**src/sv/sitda_pkg.sv**
```systemverilog
// shared types and constants for the signed integer to decimal ascii converter
package sitda_pkg;

    localparam int NUM_DIGITS = 10;
    localparam int IDX_W      = $clog2(NUM_DIGITS);

    localparam logic [7:0]  CHAR_ZERO  = 8'd48;
    localparam logic [7:0]  CHAR_MINUS = 8'd45;

    // ceil(2^35 / 10): (x * RECIP_TEN) >> 35 equals x / 10 for any 32-bit x
    localparam logic [31:0] RECIP_TEN  = 32'hCCCC_CCCD;
    localparam int          RECIP_SHIFT = 35;

    localparam logic [IDX_W-1:0] IDX_LAST = IDX_W'(NUM_DIGITS - 1);

    typedef enum logic [1:0] {
        ST_IDLE,
        ST_CONVERT,
        ST_SIGN,
        ST_EMIT
    } state_t;

    // controller to datapath commands
    typedef struct packed {
        logic load;
        logic step;
        logic dec;
        logic sel_sign;
    } cmd_t;

    // datapath to controller status
    typedef struct packed {
        logic neg;
        logic conv_done;
        logic idx_zero;
    } status_t;

endpackage

```
**src/sv/sitda_ctrl.sv**
```systemverilog
// controller state machine: sequences load, digit extraction and character output
module sitda_ctrl
(
    input  logic              clk,
    input  logic              rst_n,
    input  logic              in_valid,
    output logic              in_stall,
    output logic              out_valid,
    input  logic              out_stall,
    input  sitda_pkg::status_t status,
    output sitda_pkg::cmd_t    cmd
);

    sitda_pkg::state_t state_reg;
    sitda_pkg::state_t state_next;

    // state register
    always_ff @(posedge clk or negedge rst_n)
    begin
        if (!rst_n)
        begin
            state_reg <= sitda_pkg::ST_IDLE;
        end
        else
        begin
            state_reg <= state_next;
        end
    end

    // next state
    always_comb
    begin
        state_next = state_reg;
        case (state_reg)
            sitda_pkg::ST_IDLE:
            begin
                if (in_valid)
                begin
                    state_next = sitda_pkg::ST_CONVERT;
                end
            end
            sitda_pkg::ST_CONVERT:
            begin
                if (status.conv_done)
                begin
                    state_next = status.neg ? sitda_pkg::ST_SIGN : sitda_pkg::ST_EMIT;
                end
            end
            sitda_pkg::ST_SIGN:
            begin
                if (!out_stall)
                begin
                    state_next = sitda_pkg::ST_EMIT;
                end
            end
            sitda_pkg::ST_EMIT:
            begin
                if (!out_stall && status.idx_zero)
                begin
                    state_next = sitda_pkg::ST_IDLE;
                end
            end
            default:
            begin
                state_next = sitda_pkg::ST_IDLE;
            end
        endcase
    end

    // outputs and datapath commands
    always_comb
    begin
        in_stall     = 1'b1;
        out_valid    = 1'b0;
        cmd          = '0;
        case (state_reg)
            sitda_pkg::ST_IDLE:
            begin
                in_stall = 1'b0;
                cmd.load = in_valid;
            end
            sitda_pkg::ST_CONVERT:
            begin
                cmd.step = 1'b1;
            end
            sitda_pkg::ST_SIGN:
            begin
                out_valid    = 1'b1;
                cmd.sel_sign = 1'b1;
            end
            sitda_pkg::ST_EMIT:
            begin
                out_valid = 1'b1;
                cmd.dec   = !out_stall && !status.idx_zero;
            end
            default:
            begin
                in_stall = 1'b1;
            end
        endcase
    end

endmodule

```
**config.mk**
```make
export PLATFORM = sky130hd
export DESIGN_NAME = sitda_ctrl
export DESIGN_NICKNAME = d
export VERILOG_FILES = /design/src/sv/sitda_pkg.sv /design/src/sv/sitda_ctrl.sv
export SDC_FILE = /design/constraint.sdc
export NUM_CORES = 1
export LEC_CHECK = 0
export BUFFER_PORTS_ARGS = -buffer_cell sky130_fd_sc_hd__buf_2
export CORE_AREA = 2 2 39 41
export DETAILED_ROUTE_END_ITERATION = 12
export DIE_AREA = 0 0 41 43
export GPL_ROUTABILITY_DRIVEN = 0
export REMOVE_ABC_BUFFERS = 1
export SLEW_MARGIN = 20
export SYNTH_ARGS = -nofsm -noshare
export SYNTH_HDL_FRONTEND = slang
export SYNTH_SLANG_ARGS = --single-unit
```
**constraint.sdc**
```tcl
create_clock -name clk -period 2.4 [get_ports clk]
set_input_delay 0.48 -clock clk [delete_from_list [all_inputs] [get_ports clk]]
set_output_delay 0.48 -clock clk [all_outputs]
set_load 0.01 [all_outputs]
```
[After elaboration in Yosys (flattened, before gate mapping)]
Cells that the tools add are included.
Storage, ports and cells
  word-level logic and storage cells: 27
  bits in registers: 2
Operators by class
  muxes and demuxes: 12
  reductions and logical operators: 7
  eq/ne operators: 7
Operator list (count)
  2-bit 2-to-1 mux: 4
  2-bit != test (second input constant): 4
  2-bit one-hot mux with 4 select lines: 1
  1-bit 2-to-1 mux: 7
  2-bit equality test (second input constant): 2
  4-bit AND reduction: 1
  2-bit by 1-bit equality test with 1-bit output (second input constant): 1
  1-bit logical AND: 2
  1-bit logical NOT: 2
  2-bit logical NOT: 1
  2-bit OR reduction: 1

[Longest topological paths before layout]
Gate-level depths: netlist (run 1).
  word-level depth: 4
  mapped depth: 6

[Least setup slack after synthesis (run 1)]
No wires, ideal clock.
  path type: flip-flop to output port
  start: register state_reg[0]
  end: output port out_valid
  data required time: 1.920 ns
  stages on the path, launching flop included: 4
  data arrival time: 1.011 ns
  path slack: 0.909 ns
  path buffers: 0
  cell sequence: dfrtp_1 > inv_1 > ha_1 > or2_2
On the way
  word-level cells in the longest chain between the ends: 3
  elaborated cells between the ends (all ways): 4
  those cells by class: 2 x eq/ne; 1 x mux; 1 x reduce/logical
RTL lines
  start, declared: line sitda_ctrl.sv:14  | sitda_pkg::state_t state_reg;
  start signal, assigned: line sitda_ctrl.sv:22  | state_reg <= sitda_pkg::ST_IDLE;
  start signal, assigned: line sitda_ctrl.sv:26  | state_reg <= state_next;
  2-bit equality test: line sitda_ctrl.sv:76  | case (state_reg)
  2-bit OR reduction (no line) *
  1-bit 2-to-1 mux *: line sitda_ctrl.sv:76
  end, declared: line sitda_ctrl.sv:8  | output logic out_valid,
Mark *: on every way between the ends. The rest lies on a longest branch, timed or not.

[Final worst setup path (run 1)]
Ends and elaborated chain as after synthesis.

==> summary.md, run 1 <==
| Metric | Value |
|---|---|
| Status | completed |
| Synth top area cells | ha_1 27%, dfrtp_1 22%, inv_1 9.9% |
| CTS tree | built |
| Max FFs per register | 2 |
| Area share of the largest cell type after synthesis | 0.275 |
| Die Y | 43 µm |
| Largest net degree at the start of global routing | 6 |
| Vias | approximately 200 |
| Final TNS setup | 0 ns |
| Final net count | 54 |
| 1st-pass router iterations | 1 |
| Rel. slew slack | 0.868 |
| Final slew viol count | 0 |
| Worst vdd ir | 0.520 mV |
| Complex-gate fraction of the synthesized area | 0.170 |
| P_sw | 184 µW |
| Drt total wl | 446 µm |
| Tcrit/Tclk final | 0.768 |
| Mux cell area share after synthesis | 0.0659 |
| HPWL Detailed | approximately 370 µm |
| Synth area leader | ha_1 |
| Most frequent cells in the layout | 12 x buf_2, 6 x inv_1, 5 x ha_1 |
| Vias/cell | about 3.6 |
| Sink Count | 2 |
| Synth Register Bits | 2 |
| Post-route ant nets | 0 |
| Total power | 441 µW |
| Logic pwr share | 0.661 |
| Internal power | between 200 and 300 µW |
| Post-CTS setup-driven buffer insertion count | 0 |
| Max-capacitance violation count | 0 |
| Worst-path clk slew | 0.03 ns |
| CP arrival | 1.36 ns |
| Buf+Inv Stages, Crit Path | 2 |
| Share of cells above drive strength 1 | 0.475 |
| H-tree depth | 1 |
| Final setup violation count | 0 |
| I/O pins | 13 |
| Kind of critical path | reg -> out |
| Synth Cell Area | 228 µm² |
| Fin Hold WS | 0.0354 ns |
| CP Max Fanout | 4 |
| Adder-cell share of the synthesized area | 0.275 |
| Worst Max-Slew Pin Slew | 0.197 ns |
| Num CTS Buffers | 3 |
| Register area share after synthesis | 0.220 |
| Sequential share of power | 0.170 |
| Final core utilization | 0.239 |
| CP Capture Type | output port |
| PnR worst setup slack | about 0.56 ns |
| Achievable frequency | 543 MHz |
| Die ar. | 0.00176 mm² |
| CTS Buffer Depth | 2 |
| # DRC | 0 |
| Delay-heaviest family, CP | flip-flops |
| Worst path required time | 1.92 ns |
| Cells along the critical path | inv_1 > ha_1 > or2_2 > buf_2 |
| Commonest non-fill, non-tap cell in the layout | buf_2 |
| # rows | 14 |
| Switching fraction of total power | 0.416 |
| Starting DRT DRC Count | 0 |
| Final hold violation count | 0 |
| First-pass GRT wire length | around 690 µm |
| Root buffer cell | clkbuf_4 |
| Post-synthesis area per instance | 9.11 µm² |
| Vias in the first global route | 195 |
| Synth warnings | 0 |
| Synth Area in XOR/XNOR | 0 |
| RSZ-0062 raised after global routing | no |
| Total core area | 0.00138 mm² |
| Power per cell area | ~1300 mW/mm² |
| P_leak | 0.188 nW |
| ANT cells | 0 |
| Worst Skew | around 0.00083 ns |
| DR WL/cell | ~8.0 µm |
| Place WS | 0.790 ns |
| PostCTS Resize Cnt | 0 |
| Area growth from synthesis to final layout | 45.1% |
| Insertion delay to the later sink of the worst-skew pair | 0.22 ns |
| CP Launch Type | flip-flop |
| Number of I/O port buffers | 12 |
| GR Overflow Total | 0 |
| Die width | 41 µm |
| Worst min path class | in -> async |
| Synthesized instance count | 25 |
| Synth Area in Simple Gates | 0.170 |
| Crit path max-delay cell type | dfrtp_1 |
| Global Route Usage Sum | 0.0663 |
| Hold Buf Count CTS | 0 |
| Synth cell types | 15 |
| Post-route minimum period | between 1.5 and 2 ns |
| Clock Power Share | 0.169 |
| Initial antenna violation count | 0 |
| Critical Path Max Stage Delay | 0.39 ns |
| Largest family of logic cells by synthesized area | adder cells |
| Initial Util | 0.165 |
layout make-up:
| cell class | instances | area [µm²] |
|---|---|---|
| multi-input combinational | 17 | 155 |
| fill | 150 | 1050 |
| inverter | 6 | 22.5 |
| tap | 16 | 20.0 |
| sequential | 2 | 50.0 |
| clock buffer | 3 | 22.5 |
| timing repair buffer | 12 | 60.1 |
per-stage QoR:
| stage | std cells | cell area [µm²] |
|---|---|---|
| global placement | 53 | 308 |
| floorplan | 25 | 228 |
| CTS | 56 | 330 |
| detailed placement | 53 | 308 |
| global route | 56 | 330 |
| finish | 56 | 330 |
Yosys cell counts:
| cell | instances |
|---|---|
| a211oi_1 | 1 |
| nor3b_1 | 1 |
| or2_2 | 1 |
| o221ai_2 | 1 |
| ha_1 | 5 |
| a21boi_1 | 1 |
| nor2_2 | 1 |
| nor2_1 | 1 |
| and2_1 | 1 |
| nor3_1 | 1 |
| a2bb2oi_1 | 1 |
| mux2_4 | 1 |
| dfrtp_1 | 2 |
| nand2_1 | 1 |
| inv_1 | 6 |
power groups by stage:
| stage | combinational, mW | clock, mW | sequential (mW) |
|---|---|---|---|
| finish | 0.291 | 0.0745 | 0.0749 |
| global route | 0.321 | 0.0827 | 0.0772 |
| CTS | 0.295 | 0.0808 | 0.0751 |
| detailed placement | 0.293 | 0 | 0.0754 |
| global placement | 0.293 | 0 | 0.0746 |
| floorplan | 0.221 | 0 | 0.0701 |
final timing paths:
path	from	to	slack [ns]	depth (start not counted)
worst min register to register	state_reg[1]	state_reg[1]	0.60	1
worst max-delay path	state_reg[0]	out_valid	0.56	4
min in group clk	state_reg[1]	state_reg[1]	0.60	1
worst max register to register	state_reg[1]	state_reg[1]	0.89	6
max in group asynchronous	rst_n	state_reg[0]	2.27	1
worst min-delay path	rst_n	state_reg[1]	0.04	1
metal layers:
layer | part of all wire | GRT usage | vias to the layer above
met3 | 0.092 | 0.0157 | 0
met4 | 0 | 0.100 | 0
li1 | - | - | 112
met1 | 0.44 | 0.0740 | 84
met2 | 0.46 | 0.0781 | 8
met5 | 0 | 0 | -
cell families after synthesis:
logic type / after synthesis
and+or+nand+nor: 7
buffers and inverters: 6
AOI/OAI and AO/OA: 4
adders and majority gates: 5
muxes: 1
DFF: 2
No activity file was read; power rests on OpenSTA's default activity.
==> inputs of run 2 (changes only) <==
==> constraint.sdc (replaced) <==
create_clock -name clk -period 1.6 [get_ports clk]
set_input_delay 0.32 -clock clk [delete_from_list [all_inputs] [get_ports clk]]
set_output_delay 0.32 -clock clk [all_outputs]
set_load 0.01 [all_outputs]
==> run 2 against run 1 <==
Against the previous run: worst hold slack better by 0.37 ns; combinational power up 110%; sequential share of layout area is 2.5 points lower; critical path depth fell by 1; register-to-register slack got worse by 0.81 ns; sequential cell count stayed put; final area rose by 25%; first-iteration DRC count unchanged; total power increased by 93%; count of clock-buffer cells in the layout unchanged.
==> summary.md, run 2 (synthesis results as in run 1) <==
| Metric | Value |
|---|---|
| CTS Buffer Depth | 2 (unchanged) |
| Final slew viol count | 0 (unchanged) |
| Die Y | 43 µm (unchanged) |
| Vias in the first global route | 243 (was 195) |
| Met2 usage | 0.119 (was 0.0781) |
| Worst-path clk slew | 0.03 ns (about the same) |
| Final hold violation count | 0 (unchanged) |
| Largest net degree at the start of global routing | 6 (unchanged) |
| CP startpoint | state_reg[1] (was state_reg[0]) |
| Root buffer cell | clkbuf_4 (unchanged) |
| Worst Skew | 0.00238 ns (was 0.000832 ns) |
| Global Route met1 Usage | 0.0705 (was 0.0740) |
| Rel. slew slack | 0.841 (was 0.868) |
| Initial Util | 0.165 (unchanged) |
| CP Capture Type | output port (unchanged) |
| Achievable frequency | 653 MHz |
| Worst min path class | in -> async (unchanged) |
| Num CTS Buffers | 3 (unchanged) |
| Tcrit/Tclk final | 0.957 |
| CP Max Fanout | 5 (was 4) |
| Final setup violation count | 0 (unchanged) |
| CTS tree | built (unchanged) |
| Max FFs per register | 2 (unchanged) |
| Met3 usage | 0.0314 (was 0.0157) |
| Most frequent cells in the layout | 11 x buf_2, 4 x inv_1, 4 x buf_4 (was 12 x buf_2, 6 x inv_1, 5 x ha_1) |
| Area growth from synthesis to final layout | 81.9% (was 45.1%) |
| Worst vdd ir | 0.693 mV (was 0.520 mV) |
| Vias | 235 (was 204) |
| CP Launch Type | flip-flop (unchanged) |
| H-tree depth | 1 (unchanged) |
| Sink Count | 2 (unchanged) |
| CP arrival | 1.21 ns (was 1.36 ns) |
| Vias/cell | 3.85 (was 3.64) |
| Share of cells above drive strength 1 | 0.689 (was 0.475) |
| ANT cells | 0 (unchanged) |
| PnR worst setup slack | 0.0683 ns (was 0.558 ns) |
| 1st-pass router iterations | 1 (unchanged) |
| Die ar. | 0.00176 mm² (unchanged) |
| I/O pins | 13 (unchanged) |
| First-pass GRT wire length | 855 µm (was 690 µm) |
| P_leak | 0.209 nW (was 0.188 nW) |
| Post-route minimum period | between 1.5 and 2 ns |
| Drt total wl | 540 µm (was 446 µm) |
| Worst path required time | 1.28 ns (was 1.92 ns) |
| Initial antenna violation count | 0 (unchanged) |
| Status | completed (unchanged) |
| Final TNS setup | 0 ns (unchanged) |
| Worst Max-Slew Pin Slew | 0.238 ns (was 0.197 ns) |
| # rows | 14 (unchanged) |
| Critical R2R Launch | state_reg[0] (was state_reg[1]) |
| RSZ-0062 raised after global routing | no (unchanged) |
| DR WL/cell | 8.85 µm (was 7.96 µm) |
| GR Overflow Total | 0 (unchanged) |
| Fillcell total | 149 (was 150) |
| Final net count | 59 (was 54) |
| Max-capacitance violation count | 0 (unchanged) |
| Power per cell area | 2050 mW/mm² (was 1330 mW/mm²) |
| Kind of critical path | reg -> out (unchanged) |
| Number of I/O port buffers | 12 (unchanged) |
| Post-route ant nets | 0 (unchanged) |
| Starting DRT DRC Count | 0 (unchanged) |
| GR peak layer | met2 (was met4) |
| Global Route Usage Sum | 0.0752 (was 0.0663) |
| Die width | 41 µm (unchanged) |
| Total core area | 0.00138 mm² (unchanged) |
| Total power | 850 µW (was 441 µW) |
| Insertion delay to the later sink of the worst-skew pair | 0.22 ns (about the same) |
| Place WS | 0.0855 ns (was 0.790 ns) |
| # DRC | 0 (unchanged) |
| Commonest non-fill, non-tap cell in the layout | buf_2 (unchanged) |
## run 2: changes by cell type in the layout (fill, tap and decap cells not counted), sizes merged
| cell | previous run | this run |
|---|---|---|
| buf | 12 | 16 |
| dlygate4sd3 | 0 | 1 |
## run 2: where the power goes
part,internal [mW],leakage (nW),switching (mW)
Combinational,0.345,0.174,0.256
Clock,0.0826,0.0138,0.0269
Sequential,0.0856,0.0211,0.0542
Total,0.513,0.209,0.337
## run 2: worst paths after layout
kind | to | depth (start not counted) | slack, ns
max | out_valid | 3 | 0.07
min | state_reg[1] | 2 | 0.41
max reg2reg | state_reg[1] | 6 | 0.08
min reg2reg | state_reg[0] | 1 | 0.63
max in group asynchronous | state_reg[0] | 2 | 1.08
min in group clk | state_reg[0] | 4 | 0.49
## run 2: area by class of cell
cell class / count / area [µm²] / share of cell area
multi-input combinational: 17 / 190 / 0.459
inverter: 6 / 22.5 / 0.0544
timing repair buffer: 17 / 106 / 0.257
clock buffer: 3 / 22.5 / 0.0544
tap: 16 / 20.0 / 0.0483
sequential: 2 / 52.6 / 0.127
## run 2: per-layer routing
layer,wire length (µm),vias up,part of all wire
met3,36,0,0.067
met2,285,8,0.53
met4,0,0,0
li1,-,121,-
met5,0,-,0
met1,218,106,0.40
## run 2: stage by stage
stage               hold WS (ns)  cells  area (µm²)  utilization
finish                     0.408     61         414        0.299
global route               0.412     61         414        0.299
CTS                        0.394     61         404        0.292
detailed placement         0.107     53         308        0.222
global placement           0.111     53         308        0.222
floorplan                 0.0244     25         228            -
## run 2: what timing repair did
action / in CTS / in global routing
buffers inserted: 4 / 0
resized for setup: 8 / 4
hold buffers: 1 / 0
cloned: 0 / 0
endpoints found under the setup margin: 1 / 4
pin swaps: 0 / 1
endpoints found under the hold margin: 2 / 0
## run 2: critical path: stages, from the launching register on
cell     delay (ns)
dfrtp_2        0.45
ha_4           0.18
or2_4          0.24
buf_6          0.12
==> inputs of run 3 (changes only) <==
--- a/config.mk
+++ b/config.mk
@@ -5,6 +5,7 @@
 export SDC_FILE = /design/constraint.sdc
 export NUM_CORES = 1
 export LEC_CHECK = 0
+export ABC_AREA = 1
 export BUFFER_PORTS_ARGS = -buffer_cell sky130_fd_sc_hd__buf_2
 export CORE_AREA = 2 2 39 41
 export DETAILED_ROUTE_END_ITERATION = 12
==> run 3 against run 2 <==
Against the previous run: final cell count increased by 18%; core utilization decreased by 1.8 points; sequential cell count unchanged; setup slack got worse by 0.015 ns; count of clock-buffer cells in the layout unchanged; worst hold slack improved by 0.0048 ns; final area decreased by 6.0%; area after synthesis increased by 5.5%; wire length decreased by 8.0%; via count increased by 11%; synthesized cell count increased by 48%; critical path type unchanged; critical endpoint unchanged; largest power group unchanged; highest routed layer unchanged.
==> summary.md, run 3 <==
| Metric | Value |
|---|---|
| Status | completed (unchanged) |
| Synthesized instance count | 37 (was 25) |
| Worst Max-Slew Pin Slew | 0.199 ns (was 0.238 ns) |
| Synth top area cells | ha_1 26%, dfrtp_1 21%, nand2_1 17% (was ha_1 27%, dfrtp_1 22%, inv_1 9.9%) |
| RSZ-0062 raised after global routing | yes (was no) |
| Synth cell types | 9 (was 15) |
| Starting DRT DRC Count | 0 (unchanged) |
| CP Launch Type | flip-flop (unchanged) |
| Synth warnings | 0 (unchanged) |
| Global Route Usage Sum | 0.0683 (was 0.0752) |
| Tcrit/Tclk final | 0.967 (was 0.957) |
| Worst-path clk slew | 0.03 ns (about the same) |
| Final hold violation count | 0 (unchanged) |
| Die ar. | 0.00176 mm² (unchanged) |
| Max-capacitance violation count | 0 (unchanged) |
| Multi-input logic area | 156 µm² (was 190 µm²) |
| CP Max Fanout | 5 (unchanged) |
| Post-synthesis area per instance | 6.49 µm² (was 9.11 µm²) |
| Vias in the first global route | 241 (was 243) |
| Worst Skew | 0.000919 ns (was 0.00238 ns) |
| Largest net degree at the start of global routing | 6 (unchanged) |
| Cells along the critical path | ha_2 > or2_4 > buf_6 (was ha_4 > or2_4 > buf_6) |
| Area share of the largest cell type after synthesis | 0.260 (was 0.275) |
| Total core area | 0.00138 mm² (unchanged) |
| Kind of critical path | reg -> out (unchanged) |
| Max FFs per register | 2 (unchanged) |
| Register area share after synthesis | 0.208 (was 0.220) |
| CTS tree | built (unchanged) |
| CP Capture Type | output port (unchanged) |
| GR Overflow Total | 0 (unchanged) |
| Drt total wl | 497 µm (was 540 µm) |
| P_leak | 0.245 nW (was 0.209 nW) |
| Achievable frequency | 647 MHz (was 653 MHz) |
| Die width | 41 µm (unchanged) |
| Vias/cell | 3.61 (was 3.85) |
| Number of synthesized flops with an enable pin | 0 (unchanged) |
| Insertion delay to the later sink of the worst-skew pair | 0.22 ns (about the same) |
| Worst vdd ir | 0.667 mV (was 0.693 mV) |
| Share of cells above drive strength 1 | 0.464 (was 0.689) |
| Crit path max-delay cell type | dfrtp_1 (was dfrtp_2) |
| Critical Path Max Stage Delay | 0.43 ns (was 0.45 ns) |
| Worst min path class | in -> async (unchanged) |
| Initial Util | 0.174 (was 0.165) |
| Initial antenna violation count | 0 (unchanged) |
| First-pass GRT wire length | 779 µm (was 855 µm) |
| Buf+Inv Stages, Crit Path | 1 (unchanged) |
| R2R Setup Slk | 0.34 ns (was 0.08 ns) |
| Delay-heaviest family, CP | flip-flops (unchanged) |
| Final slew viol count | 0 (unchanged) |
| Final net count | 70 (was 59) |
| Vias | 260 (was 235) |
| Sink Count | 2 (unchanged) |
| Rel. slew slack | 0.867 (was 0.841) |
| PnR worst setup slack | 0.0533 ns (was 0.0683 ns) |
| Post-route minimum period | 1.55 ns (was 1.53 ns) |
| Area growth from synthesis to final layout | 62.0% (was 81.9%) |
| Synth Cell Area | 240 µm² (was 228 µm²) |
| DR WL/cell | 6.90 µm (was 8.85 µm) |
| Post-route ant nets | 0 (unchanged) |
| Synth cell count leaders | 11 x nand2_1, 10 x inv_1, 5 x ha_1 (was 6 x inv_1, 5 x ha_1, 2 x dfrtp_1) |
| Number of I/O port buffers | 12 (unchanged) |
| Synth Flop Type | dfrtp_1 (unchanged) |
| Power per cell area | 1880 mW/mm² (was 2050 mW/mm²) |
| # rows | 14 (unchanged) |
| Fillcell total | 158 (was 149) |
| # DRC | 0 (unchanged) |
| I/O pins | 13 (unchanged) |
| Most frequent cell after synthesis | nand2_1 (was inv_1) |
| Sequential cell area | 50.0 µm² (was 52.6 µm²) |
| Async SR Flop Fraction | 1.00 (unchanged) |
| HPWL Detailed | ~420 µm |
| Synth Register Bits | 2 (unchanged) |
| Worst path required time | 1.28 ns (about the same) |
| Most frequent cells in the layout | 11 x nand2_1, 11 x buf_2, 8 x inv_1 (was 11 x buf_2, 4 x inv_1, 4 x buf_4) |
| Root buffer cell | clkbuf_4 (unchanged) |
| Place WS | 0.176 ns (was 0.0855 ns) |
| Die Y | 43 µm (unchanged) |
| CP arrival | 1.23 ns (was 1.21 ns) |
| H-tree depth | 1 (unchanged) |
| Num CTS Buffers | 3 (unchanged) |
| Final TNS setup | 0 ns (unchanged) |
| Final setup violation count | 0 (unchanged) |
| 1st-pass router iterations | 1 (unchanged) |
| CTS Buffer Depth | 2 (unchanged) |
| ANT cells | 0 (unchanged) |
| Synth area leader | ha_1 (unchanged) |
[run 3: layout make-up]
class | instances | area share
multi-input cells | 24 | 0.402
well taps | 16 | 0.0514
repair buffers | 16 | 0.254
flip-flops and latches | 2 | 0.129
clock buffers | 3 | 0.0579
inverters | 11 | 0.106
[run 3: metrics by stage]
stage	area (µm²)	cells	total power [mW]	utilization	hold WS [ns]
after global placement	320	65	0.530	0.231	0.108
final	389	72	0.731	0.281	0.413
after global routing	389	72	0.807	0.281	0.421
after floorplan	240	37	0.412	-	0.0244
after detailed placement	320	65	0.540	0.231	0.108
after CTS	375	72	0.719	0.271	0.401
[run 3: final timing paths]
| check | depth (start not counted) | end | from |
|---|---|---|---|
| setup reg to reg | 6 | state_reg[1] | state_reg[1] |
| setup / recovery | 3 | out_valid | state_reg[1] |
| max in group asynchronous | 2 | state_reg[1] | rst_n |
| hold / removal | 2 | state_reg[0] | rst_n |
| min in group clk | 6 | state_reg[0] | status[2] |
| hold reg to reg | 2 | state_reg[1] | state_reg[1] |
[run 3: what timing repair did]
item	4_1_cts	5_1_grt
resized for setup	1	5
setup endpoints to repair	1	2
endpoints found under the hold margin	2	0
pin swaps	0	0
setup buffers	3	0
hold buffers	1	0
[run 3: cells by family after synthesis]
kind of cell  count (synthesis)  synth area share
fa+ha+maj                     5             0.260
buf+inv                      11             0.172
simple gates                 19             0.359
flops                         2             0.208
[run 3: where the power goes]
part / internal [mW] / switching (mW) / leakage (nW)
clock network: 0.0826 / 0.0268 / 0.0138
logic: 0.252 / 0.253 / 0.208
registers: 0.0798 / 0.0372 / 0.0242
total: 0.414 / 0.317 / 0.245
[run 3: layer usage]
metal  part of all wire  routed length [µm]  global-route usage
met1               0.38                 191              0.0547
met2               0.54                 266               0.113
met3              0.078                  39              0.0157
met4                  0                   0              0.0800
met5                  0                   0                   0
